===== src/rtl/column_center_and_scale_top_macros.svh =====
// ----------------------------------------------------------------------------
// Column center and scale: assertion macros
// Concurrent check wrappers, empty in synthesis builds.
// ----------------------------------------------------------------------------
`ifndef COLUMN_CENTER_AND_SCALE_TOP_MACROS_SVH
`define COLUMN_CENTER_AND_SCALE_TOP_MACROS_SVH
`ifndef SYNTHESIS
`define CCS_ASSERT(lbl, prop, msg) \
    lbl: assert property (@(posedge clk) disable iff (!rst_n) prop) else $error(msg);
`define CCS_ASSERT_NEXT(lbl, ante, cons, msg) \
    lbl: assert property (@(posedge clk) disable iff (!rst_n) ante |=> cons) else $error(msg);
`else
`define CCS_ASSERT(lbl, prop, msg)
`define CCS_ASSERT_NEXT(lbl, ante, cons, msg)
`endif
`endif


===== src/rtl/ccs_pkg.sv =====
// ----------------------------------------------------------------------------
// ccs_pkg
// Shared constants, types and the sqrt(k) lookup for column center and scale.
// ----------------------------------------------------------------------------
`default_nettype none
package ccs_pkg;

    localparam int MAX_ROWS = 64;
    localparam int ADDR_W   = $clog2(MAX_ROWS);
    localparam int CNT_W    = $clog2(MAX_ROWS + 1);
    localparam int SAMPLE_W = 16;
    localparam int SUM_W    = 22;
    localparam int ACC_W    = 38;
    localparam int RAD_W    = 54;
    localparam int ROOT_W   = 27;
    localparam int DIV_NW   = 34;
    localparam int DIV_DW   = 22;
    localparam int SCALE_W  = 20;
    localparam int TAB_W    = 16;

    // configuration register indexes
    localparam logic CFG_SCALE_MODE = 1'b0;
    localparam logic CFG_MIN_SCALE  = 1'b1;

    // status of a multi-cycle arithmetic unit
    typedef struct packed {
        logic busy;
        logic done;
    } ccs_unit_stat_t;

    typedef logic [TAB_W-1:0] root_tab_t [MAX_ROWS];

    // sqrt(k) in unsigned Q4.12, rounded to nearest; built at elaboration
    function automatic root_tab_t root_tab_build();
        root_tab_t        tab;
        longint unsigned  v;
        longint unsigned  r;
        longint unsigned  b;
        longint unsigned  rem;
        for (int k = 0; k < MAX_ROWS; k++)
        begin
            v   = longint'(k) << 24;
            rem = v;
            r   = 0;
            b   = 64'd1 << 40;
            while (b != 0 && b > rem)
                b = b >> 2;
            while (b != 0)
            begin
                if (rem >= r + b)
                begin
                    rem = rem - (r + b);
                    r   = (r >> 1) + b;
                end
                else
                begin
                    r = r >> 1;
                end
                b = b >> 2;
            end
            if (r * r + r < v)
                r = r + 1;
            tab[k] = r[TAB_W-1:0];
        end
        return tab;
    endfunction

    localparam root_tab_t ROOT_TAB = root_tab_build();

endpackage
`default_nettype wire


===== src/rtl/ccs_ram.sv =====
// ----------------------------------------------------------------------------
// ccs_ram
// Generic single-write, single-read RAM with registered read data.
// ----------------------------------------------------------------------------
`default_nettype none
module ccs_ram #(
    parameter int WIDTH = 16,
    parameter int DEPTH = 64
) (
    input  wire logic                     clk,
    input  wire logic                     we,
    input  wire logic [$clog2(DEPTH)-1:0] waddr,
    input  wire logic [WIDTH-1:0]         wdata,
    input  wire logic [$clog2(DEPTH)-1:0] raddr,
    output      logic [WIDTH-1:0]         rdata
);

    logic [WIDTH-1:0] mem [DEPTH];

    always_ff @(posedge clk)
    begin
        if (we)
            mem[waddr] <= wdata;
        rdata <= mem[raddr];
    end

endmodule
`default_nettype wire


===== src/rtl/ccs_div.sv =====
// ----------------------------------------------------------------------------
// ccs_div
// Restoring unsigned divider, one quotient bit per cycle.
// ----------------------------------------------------------------------------
`default_nettype none
module ccs_div (
    input  wire logic                        clk,
    input  wire logic                        rst_n,
    input  wire logic                        start,
    input  wire logic [ccs_pkg::DIV_NW-1:0]  num,
    input  wire logic [ccs_pkg::DIV_DW-1:0]  den,
    output      logic [ccs_pkg::DIV_NW-1:0]  quo,
    output      ccs_pkg::ccs_unit_stat_t     stat
);
    import ccs_pkg::*;

    localparam int CW = $clog2(DIV_NW);

    logic              busy_reg, busy_next;
    logic              done_reg, done_next;
    logic [CW-1:0]     cnt_reg, cnt_next;
    logic [DIV_DW-1:0] rem_reg, rem_next;
    logic [DIV_NW-1:0] quo_reg, quo_next;
    logic [DIV_DW-1:0] den_reg, den_next;
    logic [DIV_DW:0]   rem_sh;
    logic [DIV_DW:0]   diff;
    logic              ge;

    // one shift-subtract step
    always_comb
    begin
        rem_sh = {rem_reg, quo_reg[DIV_NW-1]};
        diff   = rem_sh - {1'b0, den_reg};
        ge     = rem_sh >= {1'b0, den_reg};
    end

    always_comb
    begin
        busy_next = busy_reg;
        done_next = 1'b0;
        cnt_next  = cnt_reg;
        rem_next  = rem_reg;
        quo_next  = quo_reg;
        den_next  = den_reg;
        if (start)
        begin
            busy_next = 1'b1;
            cnt_next  = CW'(DIV_NW - 1);
            rem_next  = '0;
            quo_next  = num;
            den_next  = den;
        end
        else if (busy_reg)
        begin
            rem_next = ge ? diff[DIV_DW-1:0] : rem_sh[DIV_DW-1:0];
            quo_next = {quo_reg[DIV_NW-2:0], ge};
            cnt_next = cnt_reg - CW'(1);
            if (cnt_reg == '0)
            begin
                busy_next = 1'b0;
                done_next = 1'b1;
            end
        end
    end

    always_ff @(posedge clk or negedge rst_n)
    begin
        if (!rst_n)
        begin
            busy_reg <= 1'b0;
            done_reg <= 1'b0;
            cnt_reg  <= '0;
        end
        else
        begin
            busy_reg <= busy_next;
            done_reg <= done_next;
            cnt_reg  <= cnt_next;
        end
    end

    always_ff @(posedge clk)
    begin
        rem_reg <= rem_next;
        quo_reg <= quo_next;
        den_reg <= den_next;
    end

    assign quo       = quo_reg;
    assign stat.busy = busy_reg;
    assign stat.done = done_reg;

endmodule
`default_nettype wire


===== src/rtl/ccs_sqrt.sv =====
// ----------------------------------------------------------------------------
// ccs_sqrt
// Digit-by-digit integer square root, one result bit per cycle.
// ----------------------------------------------------------------------------
`default_nettype none
module ccs_sqrt (
    input  wire logic                        clk,
    input  wire logic                        rst_n,
    input  wire logic                        start,
    input  wire logic [ccs_pkg::RAD_W-1:0]   rad,
    output      logic [ccs_pkg::ROOT_W-1:0]  root,
    output      ccs_pkg::ccs_unit_stat_t     stat
);
    import ccs_pkg::*;

    localparam int CW    = $clog2(ROOT_W);
    localparam int REM_W = ROOT_W + 2;

    logic              busy_reg, busy_next;
    logic              done_reg, done_next;
    logic [CW-1:0]     cnt_reg, cnt_next;
    logic [RAD_W-1:0]  rad_reg, rad_next;
    logic [REM_W-1:0]  rem_reg, rem_next;
    logic [ROOT_W-1:0] root_reg, root_next;
    logic [REM_W+1:0]  rem_sh;
    logic [REM_W+1:0]  trial;
    logic [REM_W+1:0]  diff;
    logic              ge;

    // bring down two radicand bits and try root*4+1
    always_comb
    begin
        rem_sh = {rem_reg, rad_reg[RAD_W-1 -: 2]};
        trial  = (REM_W+2)'({root_reg, 2'b01});
        diff   = rem_sh - trial;
        ge     = rem_sh >= trial;
    end

    always_comb
    begin
        busy_next = busy_reg;
        done_next = 1'b0;
        cnt_next  = cnt_reg;
        rad_next  = rad_reg;
        rem_next  = rem_reg;
        root_next = root_reg;
        if (start)
        begin
            busy_next = 1'b1;
            cnt_next  = CW'(ROOT_W - 1);
            rad_next  = rad;
            rem_next  = '0;
            root_next = '0;
        end
        else if (busy_reg)
        begin
            rad_next  = {rad_reg[RAD_W-3:0], 2'b00};
            rem_next  = ge ? diff[REM_W-1:0] : rem_sh[REM_W-1:0];
            root_next = {root_reg[ROOT_W-2:0], ge};
            cnt_next  = cnt_reg - CW'(1);
            if (cnt_reg == '0)
            begin
                busy_next = 1'b0;
                done_next = 1'b1;
            end
        end
    end

    always_ff @(posedge clk or negedge rst_n)
    begin
        if (!rst_n)
        begin
            busy_reg <= 1'b0;
            done_reg <= 1'b0;
            cnt_reg  <= '0;
        end
        else
        begin
            busy_reg <= busy_next;
            done_reg <= done_next;
            cnt_reg  <= cnt_next;
        end
    end

    always_ff @(posedge clk)
    begin
        rad_reg  <= rad_next;
        rem_reg  <= rem_next;
        root_reg <= root_next;
    end

    assign root      = root_reg;
    assign stat.busy = busy_reg;
    assign stat.done = done_reg;

endmodule
`default_nettype wire


===== src/rtl/column_center_and_scale_top.sv =====
// ----------------------------------------------------------------------------
// column_center_and_scale_top
// Buffers one column of Q8.8 samples, then emits centered, scaled Q4.12 rows.
// ----------------------------------------------------------------------------
// A sample that does not close the column is taken without a stall and busy stays
// low. The sample with last_row closes the column and raises busy until its
// last result has been strobed: the mean division, the sum-of-squares pass
// over the row RAM, the square root, a second division in z-score mode with
// more than one row, then one divider run per row. Results appear on
// result_valid for exactly one cycle each and must be taken then; there is no
// backpressure. Configuration writes are always ready and belong between
// columns.
`default_nettype none
`include "column_center_and_scale_top_macros.svh"
module column_center_and_scale_top (
    input  wire logic                          clk,
    input  wire logic                          rst_n,
    input  wire logic                          start,
    output      logic                          busy,
    input  wire logic signed [15:0]            sample,
    input  wire logic                          last_row,
    input  wire logic                          cfg_valid,
    output      logic                          cfg_ready,
    input  wire logic                          cfg_index,
    input  wire logic [ccs_pkg::SCALE_W-1:0]   cfg_data,
    output      logic                          result_valid,
    output      logic signed [15:0]            normalized,
    output      logic signed [15:0]            column_mean,
    output      logic [ccs_pkg::SCALE_W-1:0]   column_scale,
    output      logic                          scale_fallback,
    output      logic                          clipped,
    output      logic                          rows_dropped,
    output      logic                          last_out
);
    import ccs_pkg::*;

    typedef enum logic [13:0] {
        S_IDLE       = 14'b00000000000001,
        S_MEAN_GO    = 14'b00000000000010,
        S_MEAN_WAIT  = 14'b00000000000100,
        S_SQ         = 14'b00000000001000,
        S_SQ_DRAIN   = 14'b00000000010000,
        S_ROOT_GO    = 14'b00000000100000,
        S_ROOT_WAIT  = 14'b00000001000000,
        S_SCALE_GO   = 14'b00000010000000,
        S_SCALE_WAIT = 14'b00000100000000,
        S_FIX        = 14'b00001000000000,
        S_NRD        = 14'b00010000000000,
        S_NLD        = 14'b00100000000000,
        S_NGO        = 14'b01000000000000,
        S_NWAIT      = 14'b10000000000000
    } state_t;

    state_t              state_reg, state_next;
    logic [CNT_W-1:0]    cnt_reg, cnt_next;
    logic [SUM_W-1:0]    sum_reg, sum_next;
    logic                ovf_reg, ovf_next;
    logic                mode_reg, mode_next;
    logic [SCALE_W-1:0]  min_reg, min_next;
    logic [CNT_W-1:0]    idx_reg, idx_next;
    logic                v1_reg, v1_next;
    logic                v2_reg, v2_next;
    logic                v3_reg, v3_next;
    logic                res_v_reg, res_v_next;

    logic [15:0]         mean_reg, mean_next;
    logic [15:0]         absd_reg, absd_next;
    logic                neg_reg, neg_next;
    logic [31:0]         prod_reg, prod_next;
    logic [ACC_W-1:0]    acc_reg, acc_next;
    logic [SCALE_W-1:0]  raw_reg, raw_next;
    logic [SCALE_W-1:0]  scale_reg, scale_next;
    logic                fb_reg, fb_next;
    logic [15:0]         norm_reg, norm_next;
    logic                clip_reg, clip_next;
    logic                drop_reg, drop_next;
    logic                lastq_reg, lastq_next;

    // row RAM
    logic                ram_we;
    logic [15:0]         ram_rdata;

    // arithmetic units
    logic                div_start;
    logic [DIV_NW-1:0]   div_num;
    logic [DIV_DW-1:0]   div_den;
    logic [DIV_NW-1:0]   div_quo;
    ccs_unit_stat_t      div_stat;
    logic                sqrt_start;
    logic [ROOT_W-1:0]   sqrt_root;
    ccs_unit_stat_t      sqrt_stat;

    logic                accept;
    logic                full;
    logic [SUM_W-1:0]    mag;
    logic signed [17:0]  dval;
    logic [17:0]         dabs;
    logic [CNT_W-1:0]    n_m1;
    logic [TAB_W-1:0]    tab_t;
    logic                is_final;

    ccs_ram #(
        .WIDTH (SAMPLE_W),
        .DEPTH (MAX_ROWS)
    ) u_row_ram (
        .clk   (clk),
        .we    (ram_we),
        .waddr (cnt_reg[ADDR_W-1:0]),
        .wdata (sample),
        .raddr (idx_reg[ADDR_W-1:0]),
        .rdata (ram_rdata)
    );

    ccs_div u_div (
        .clk   (clk),
        .rst_n (rst_n),
        .start (div_start),
        .num   (div_num),
        .den   (div_den),
        .quo   (div_quo),
        .stat  (div_stat)
    );

    ccs_sqrt u_sqrt (
        .clk   (clk),
        .rst_n (rst_n),
        .start (sqrt_start),
        .rad   ({acc_reg, 16'd0}),
        .root  (sqrt_root),
        .stat  (sqrt_stat)
    );

    // shared datapath terms
    always_comb
    begin
        accept   = start && (state_reg == S_IDLE);
        full     = cnt_reg == CNT_W'(MAX_ROWS);
        ram_we   = accept && !full;
        mag      = sum_reg[SUM_W-1] ? (SUM_W'(0) - sum_reg) : sum_reg;
        dval     = 18'(signed'(ram_rdata)) - 18'(signed'(mean_reg));
        dabs     = dval[17] ? (18'd0 - dval) : dval;
        n_m1     = cnt_reg - CNT_W'(1);
        tab_t    = ROOT_TAB[n_m1[ADDR_W-1:0]];
        is_final = idx_reg == n_m1;
    end

    // divider and root operand select
    always_comb
    begin
        div_start  = 1'b0;
        sqrt_start = (state_reg == S_ROOT_GO);
        div_num    = '0;
        div_den    = '0;
        case (state_reg)
            S_MEAN_GO:
            begin
                div_start = 1'b1;
                div_num   = DIV_NW'({mag, 1'b0}) + DIV_NW'(cnt_reg);
                div_den   = DIV_DW'({cnt_reg, 1'b0});
            end
            S_SCALE_GO:
            begin
                div_start = 1'b1;
                div_num   = DIV_NW'({sqrt_root, 5'd0}) + DIV_NW'(tab_t);
                div_den   = DIV_DW'({tab_t, 1'b0});
            end
            S_NGO:
            begin
                div_start = 1'b1;
                div_num   = DIV_NW'({absd_reg, 13'd0}) + DIV_NW'(scale_reg);
                div_den   = DIV_DW'({scale_reg, 1'b0});
            end
            default:
            begin
                div_start = 1'b0;
            end
        endcase
    end

    // sequencer
    always_comb
    begin
        state_next = state_reg;
        cnt_next   = cnt_reg;
        sum_next   = sum_reg;
        ovf_next   = ovf_reg;
        mode_next  = mode_reg;
        min_next   = min_reg;
        idx_next   = idx_reg;
        res_v_next = 1'b0;
        mean_next  = mean_reg;
        raw_next   = raw_reg;
        scale_next = scale_reg;
        fb_next    = fb_reg;
        absd_next  = absd_reg;
        neg_next   = neg_reg;
        acc_next   = acc_reg;
        norm_next  = norm_reg;
        clip_next  = clip_reg;
        drop_next  = drop_reg;
        lastq_next = lastq_reg;

        // squaring pipeline: RAM read, |d|, product, accumulate
        v1_next   = (state_reg == S_SQ);
        v2_next   = v1_reg;
        v3_next   = v2_reg;
        prod_next = 32'(absd_reg) * 32'(absd_reg);
        if (v1_reg)
            absd_next = dabs[15:0];
        if (v3_reg)
            acc_next = acc_reg + ACC_W'(prod_reg);

        // configuration transfer
        if (cfg_valid)
        begin
            unique case (cfg_index)
                CFG_SCALE_MODE: mode_next = cfg_data[0];
                CFG_MIN_SCALE:  min_next  = cfg_data;
                default:        mode_next = mode_reg;
            endcase
        end

        unique case (state_reg)
            S_IDLE:
            begin
                if (accept)
                begin
                    if (full)
                    begin
                        ovf_next = 1'b1;
                    end
                    else
                    begin
                        cnt_next = cnt_reg + CNT_W'(1);
                        sum_next = sum_reg + SUM_W'(signed'(sample));
                    end
                    if (last_row)
                        state_next = S_MEAN_GO;
                end
            end
            S_MEAN_GO:
            begin
                state_next = S_MEAN_WAIT;
            end
            S_MEAN_WAIT:
            begin
                if (div_stat.done)
                begin
                    mean_next  = sum_reg[SUM_W-1] ? (16'd0 - div_quo[15:0]) : div_quo[15:0];
                    acc_next   = '0;
                    idx_next   = '0;
                    state_next = S_SQ;
                end
            end
            S_SQ:
            begin
                idx_next = idx_reg + CNT_W'(1);
                if (is_final)
                    state_next = S_SQ_DRAIN;
            end
            S_SQ_DRAIN:
            begin
                if (!v1_reg && !v2_reg && !v3_reg)
                    state_next = S_ROOT_GO;
            end
            S_ROOT_GO:
            begin
                state_next = S_ROOT_WAIT;
            end
            S_ROOT_WAIT:
            begin
                if (sqrt_stat.done)
                begin
                    if (mode_reg && (cnt_reg > CNT_W'(1)))
                    begin
                        state_next = S_SCALE_GO;
                    end
                    else
                    begin
                        raw_next   = SCALE_W'((ROOT_W+1)'(sqrt_root) + (ROOT_W+1)'(128) >> 8);
                        state_next = S_FIX;
                    end
                end
            end
            S_SCALE_GO:
            begin
                state_next = S_SCALE_WAIT;
            end
            S_SCALE_WAIT:
            begin
                if (div_stat.done)
                begin
                    raw_next   = (div_quo > DIV_NW'(20'hFFFFF)) ? 20'hFFFFF
                                                               : div_quo[SCALE_W-1:0];
                    state_next = S_FIX;
                end
            end
            S_FIX:
            begin
                // zero or too-small scale falls back to 1.0
                if (raw_reg == '0 || raw_reg < min_reg)
                begin
                    scale_next = SCALE_W'(256);
                    fb_next    = 1'b1;
                end
                else
                begin
                    scale_next = raw_reg;
                    fb_next    = 1'b0;
                end
                idx_next   = '0;
                state_next = S_NRD;
            end
            S_NRD:
            begin
                state_next = S_NLD;
            end
            S_NLD:
            begin
                absd_next  = dabs[15:0];
                neg_next   = dval[17];
                state_next = S_NGO;
            end
            S_NGO:
            begin
                state_next = S_NWAIT;
            end
            S_NWAIT:
            begin
                if (div_stat.done)
                begin
                    // round done by the divider; saturate to Q4.12
                    if (neg_reg)
                    begin
                        clip_next = div_quo > DIV_NW'(32768);
                        norm_next = clip_next ? 16'h8000 : (16'd0 - div_quo[15:0]);
                    end
                    else
                    begin
                        clip_next = div_quo > DIV_NW'(32767);
                        norm_next = clip_next ? 16'h7FFF : div_quo[15:0];
                    end
                    res_v_next = 1'b1;
                    drop_next  = ovf_reg;
                    lastq_next = is_final;
                    idx_next   = idx_reg + CNT_W'(1);
                    if (is_final)
                    begin
                        cnt_next   = '0;
                        sum_next   = '0;
                        ovf_next   = 1'b0;
                        state_next = S_IDLE;
                    end
                    else
                    begin
                        state_next = S_NRD;
                    end
                end
            end
            default:
            begin
                state_next = S_IDLE;
            end
        endcase
    end

    // control state
    always_ff @(posedge clk or negedge rst_n)
    begin
        if (!rst_n)
        begin
            state_reg <= S_IDLE;
            cnt_reg   <= '0;
            sum_reg   <= '0;
            ovf_reg   <= 1'b0;
            mode_reg  <= 1'b0;
            min_reg   <= SCALE_W'(1);
            idx_reg   <= '0;
            v1_reg    <= 1'b0;
            v2_reg    <= 1'b0;
            v3_reg    <= 1'b0;
            res_v_reg <= 1'b0;
        end
        else
        begin
            state_reg <= state_next;
            cnt_reg   <= cnt_next;
            sum_reg   <= sum_next;
            ovf_reg   <= ovf_next;
            mode_reg  <= mode_next;
            min_reg   <= min_next;
            idx_reg   <= idx_next;
            v1_reg    <= v1_next;
            v2_reg    <= v2_next;
            v3_reg    <= v3_next;
            res_v_reg <= res_v_next;
        end
    end

    // datapath registers
    always_ff @(posedge clk)
    begin
        mean_reg  <= mean_next;
        absd_reg  <= absd_next;
        neg_reg   <= neg_next;
        prod_reg  <= prod_next;
        acc_reg   <= acc_next;
        raw_reg   <= raw_next;
        scale_reg <= scale_next;
        fb_reg    <= fb_next;
        norm_reg  <= norm_next;
        clip_reg  <= clip_next;
        drop_reg  <= drop_next;
        lastq_reg <= lastq_next;
    end

    assign busy           = (state_reg != S_IDLE);
    assign cfg_ready      = 1'b1;
    assign result_valid   = res_v_reg;
    assign normalized     = signed'(norm_reg);
    assign column_mean    = signed'(mean_reg);
    assign column_scale   = scale_reg;
    assign scale_fallback = fb_reg;
    assign clipped        = clip_reg;
    assign rows_dropped   = drop_reg;
    assign last_out       = lastq_reg;

    // checks
    `CCS_ASSERT(a_res_busy, res_v_reg && !lastq_reg |-> busy, "result before column end while idle")
    `CCS_ASSERT_NEXT(a_close_busy, accept && last_row, busy, "closing sample did not start work")
    `CCS_ASSERT(a_div_idle, div_start |-> !div_stat.busy, "divider restarted while running")
    `CCS_ASSERT(a_scale_nz, res_v_reg |-> scale_reg != '0, "zero scale on result")

endmodule
`default_nettype wire

===== config.mk =====
export PLATFORM = sky130hd
export DESIGN_NAME = column_center_and_scale_top
export DESIGN_NICKNAME = d
export VERILOG_FILES = /design/src/rtl/ccs_pkg.sv /design/src/rtl/ccs_ram.sv /design/src/rtl/ccs_div.sv /design/src/rtl/ccs_sqrt.sv /design/src/rtl/column_center_and_scale_top.sv
export VERILOG_INCLUDE_DIRS = /design/src /design/src/rtl
export SDC_FILE = /design/constraint.sdc
export NUM_CORES = 2
export LEC_CHECK = 0
export BUFFER_PORTS_ARGS = -buffer_cell sky130_fd_sc_hd__buf_2
export CAP_MARGIN = 5
export CORE_UTILIZATION = 30
export DETAILED_ROUTE_END_ITERATION = 16
export GPL_ROUTABILITY_DRIVEN = 0
export PLACE_DENSITY_LB_ADDON = 0.2
export SYNTH_ARGS = -nofsm -noshare
export SYNTH_HDL_FRONTEND = slang
export SYNTH_SLANG_ARGS = --single-unit

===== constraint.sdc =====
create_clock -name clk -period 17.46 [get_ports clk]
set_clock_uncertainty 0.1 [all_clocks]
set_input_delay 0 -clock clk [delete_from_list [all_inputs] [get_ports clk]]
set_output_delay 0 -clock clk [all_outputs]
set_load 0.03 [all_outputs]

==> flow_metrics.py <==
metrics = {
    "run_status": {
        "status": "finished, final reports clean",
    },
    "worst_setup_path": {
        "r2r_end": "u_div.quo[25]",
        "ff2ff_path_depth": 21,
        "cp-end-kind": "flop",
        "critical_path_class": "flop to flop",
        "cp_max_fo": 34,
        "start_kind": "flop",
        "r2r-start": "cnt_reg[1]",
        "cp.arrival_ns": 7.56,
        "cp.required_ns": 17.92,
        "r2r_setup_slack_ns": 10.36,
    },
    "layout": {
        "fin_util_pct": 34.6,
        "area_growth_pct": 14.4,
        "layoutNonFillerInstCount": 9222,
        "design_area_um2": 85500,
        "drive_gt1_share_pct": 16.5,
        "multi_input_comb_area_um2": 30400,
        "nFillCells": 24100,
        "largest_register_ffs": 1024,
        "finalNetCount": 6274,
        "seq_area_um2": 41900,
    },
    "placement": {
        "dp_hpwl_mm": 145,
        "place_area_um2": 79600,
        "port_buffers": 99,
        "placed_cells": 8854,
    },
    "floorplanning": {
        "core_area_um2": 247000,
        "initial_core_util_pct": 30.3,
        "ios": 101,
        "die_area_um2": 251000,
        "rows": 182,
        "dieHeight_um": 501,
        "fp.dieW_um": 501,
    },
    "synth": {
        "synthArstFlopShare_pct": 6.22,
        "ys.flop_type": "edfxtp_1",
        "syn_nets": 6085,
        "synth.top_cell.area_share_pct": 48.6,
        "ys_top_cells_by_area": "edfxtp_1 (49%), mux4_2 (10%), ha_1 (4.9%), fa_1 (4.6%), dfxtp_1 (4.4%)",
        "netlist_area_um2": 74700,
        "synth.largest_area_cell": "edfxtp_1",
        "synth_seq_cells": 1463,
        "yosysWarnings": 0,
        "synth-seq-area-share_pct": 56.0,
        "synth-edff-count": 1209,
        "synth.distinct_cells": 104,
        "syn_area_per_cell_um2": 13.4,
        "synth_cells": 5581,
    },
    "drt": {
        "route.met3.wl_mm": 9.10,
        "top_layer": "met4",
        "drt-total-wl_mm": 217,
        "route.met2.wl_mm": 106,
        "met1_length_mm": 96.2,
        "drt-vias-per-instance": 5.01,
        "drc": 0,
        "vias": 46200,
        "ant_nets": 0,
        "dr.pass1.iters": 6,
        "drt_iter0_drc": 3622,
        "routedWlPerCell_um": 23.5,
    },
    "cts": {
        "numCtsBuffers": 162,
        "cts_tree": "done",
        "post_cts_buffers": 0,
        "clkLatencyLatePin_ns": 0.83,
        "htree_levels": 4,
        "cts_max_path_buffers": 3,
        "path_clk_slew_ns": 0.07,
        "root_buffer": "clkbuf_16",
        "cts_sinks": 1463,
    },
    "power_and_ir_drop": {
        "switching_power_mw": 3.17,
        "p_comb_share_pct": 23.7,
        "max-vdd-ir-drop_mv": 0.124,
        "p_leak_nw": 30.7,
        "cellPowerDensity_nw_per_um2": 116,
        "power.clock.fraction_pct": 34.0,
        "switching_share_pct": 31.9,
        "intPower_mw": 6.75,
        "seqPwrFrac_pct": 42.3,
        "power_mw": 9.92,
    },
    "sta": {
        "fin_crit_sh_pct": 40.7,
        "max-slew-margin-rel_pct": 15.6,
        "period_needed_ns": 7.10,
        "final_hold_viol_count": 0,
        "rsz0062_at_grt": "no",
        "finalSetupViolations": 0,
        "tightest_slew_ns": 1.25,
        "fmax_mhz": 141,
        "tns_ns": 0,
        "final_max_slew_viol_count": 0,
    },
    "global_routing": {
        "grt_first_pass_wirelength_mm": 319,
        "antenna_found_initial": 9,
        "overflow": 0,
        "grt_max_degree": 120,
        "grt_use_total_pct": 17.1,
        "grt_pass1_vias": 46800,
    },
    "min_path": {
        "holdPathStages": 3,
        "hp-start": "cfg_valid",
        "hold_end": "min_reg[9]",
        "hold_path_class": "input port to flop",
    },
    "job": {
        "maxCapViolations": 0,
    },
}
[metal layers]
layer  global-route usage (%)  vias up
met5                        0        -
met4                     4.66        0
met3                     2.22      288
met2                     29.0     1089
met1                     22.9    23700
li1                         -    21100
[area by class of cell]
| class | count | area share (%) |
|---|---|---|
| Sequential cell | 1463 | 48.9 |
| Multi-Input combinational cell | 3411 | 35.6 |
| Clock buffer | 207 | 5.00 |
| Tap cell | 3312 | 4.85 |
| Timing Repair Buffer | 300 | 2.60 |
| Inverter | 432 | 1.90 |
| Clock inverter | 94 | 1.11 |
| Antenna cell | 3 | 0.00878 |
[what timing repair did]
item                                   in CTS  in global routing
resized for setup                           0                  0
endpoints found under the hold margin    1133                  0
hold buffers                               64                  0
[power groups by stage]
stage | combinational [mW] | clock (mW) | sequential [mW]
6_report | 2.35 | 3.37 | 4.19
5_1_grt | 2.60 | 3.59 | 4.21
4_1_cts | 2.35 | 3.47 | 4.19
3_5_place_dp | 2.32 | 0 | 4.26
3_3_place_gp | 2.32 | 0 | 4.26
2_1_floorplan | 1.69 | 0 | 4.15
[kinds of logic after synthesis]
group                      Yosys count  synth area share [%]
DFF                               1463                  56.0
and+or+nand+nor                   1331                  8.41
AOI/OAI and AO/OA                  920                  8.00
buffers and inverters              707                  3.59
adders and majority gates          464                  9.47
muxes                              428                  11.4
xor gates and xnor gates           267                  3.13
other                                1               0.00502
[how the worst max path moves through the flow]
stage	slack, ns	endpoint	startpoint	cells past startpoint
after floorplan	11.04	prod_reg[29]	absd_reg[13]	21
after global placement	10.45	prod_reg[29]	absd_reg[5]	23
after detailed placement	10.50	prod_reg[29]	absd_reg[4]	19
after CTS	10.48	prod_reg[29]	absd_reg[9]	23
after global routing	9.88	u_div.quo[25]	cnt_reg[1]	20
final	10.36	u_div.quo[25]	cnt_reg[1]	21
[synthesized netlist by cell type (all sizes together), types with 76 or more instances]
cell type,count
a21o,79
a21oi,251
clkbuf,217
dfrtp,89
dfxtp,163
edfxtp,1209
fa,170
ha,292
inv,429
mux4,337
nand2,447
nand3,76
nor2,355
nor3,110
o21ai,226
xnor2,192
[worst max-delay path: stages, from the launching register on]
cell and delay (ns):
dfrtp_1 0.86, inv_1 0.41, ha_1 0.49, a21boi_1 0.52
xor2_2 0.11, buf_4 0.28, nor2_1 0.44, nand2_1 0.10
a311o_1 0.32, o21ai_0 0.15, ha_1 0.25, inv_1 0.06
fa_1 0.40, nor2b_1 0.13, o21ai_0 0.11, a21boi_0 0.25
o21ai_0 0.17, a211oi_1 0.70, o211ai_1 0.34, o21a_1 0.26
o21ai_0 0.25, o211ai_1 0.15
[layout by cell type (no fill, tap or decap), types with 67 or more instances in the layout]
cell / Yosys / final
edfxtp_1: 1209 / 1209
nand2_1: 445 / 445
inv_1: 429 / 428
mux4_2: 337 / 337
nor2_1: 355 / 296
ha_1: 292 / 292
a21oi_1: 251 / 251
o21ai_0: 217 / 217
xnor2_1: 192 / 191
fa_1: 170 / 170
dfxtp_1: 163 / 163
clkbuf_16: 0 / 163
buf_4: 1 / 135
nor3_1: 107 / 101
buf_2: 10 / 98
dfrtp_1: 89 / 84
a21o_1: 79 / 79
nand3_1: 76 / 76
xor2_1: 75 / 73
and2_1: 69 / 69
mux2i_1: 67 / 67
[stage by stage]
| stage | hold slack, ns | setup WS [ns] |
|---|---|---|
| after floorplan | -0.396 | 11.04 |
| after CTS | 0.0154 | 10.48 |
| final | 0.0701 | 10.36 |
| after global routing | 0.0312 | 9.88 |
| after detailed placement | -0.0182 | 10.50 |
| after global placement | -0.0249 | 10.45 |
Power figures use the tool's default switching activity.
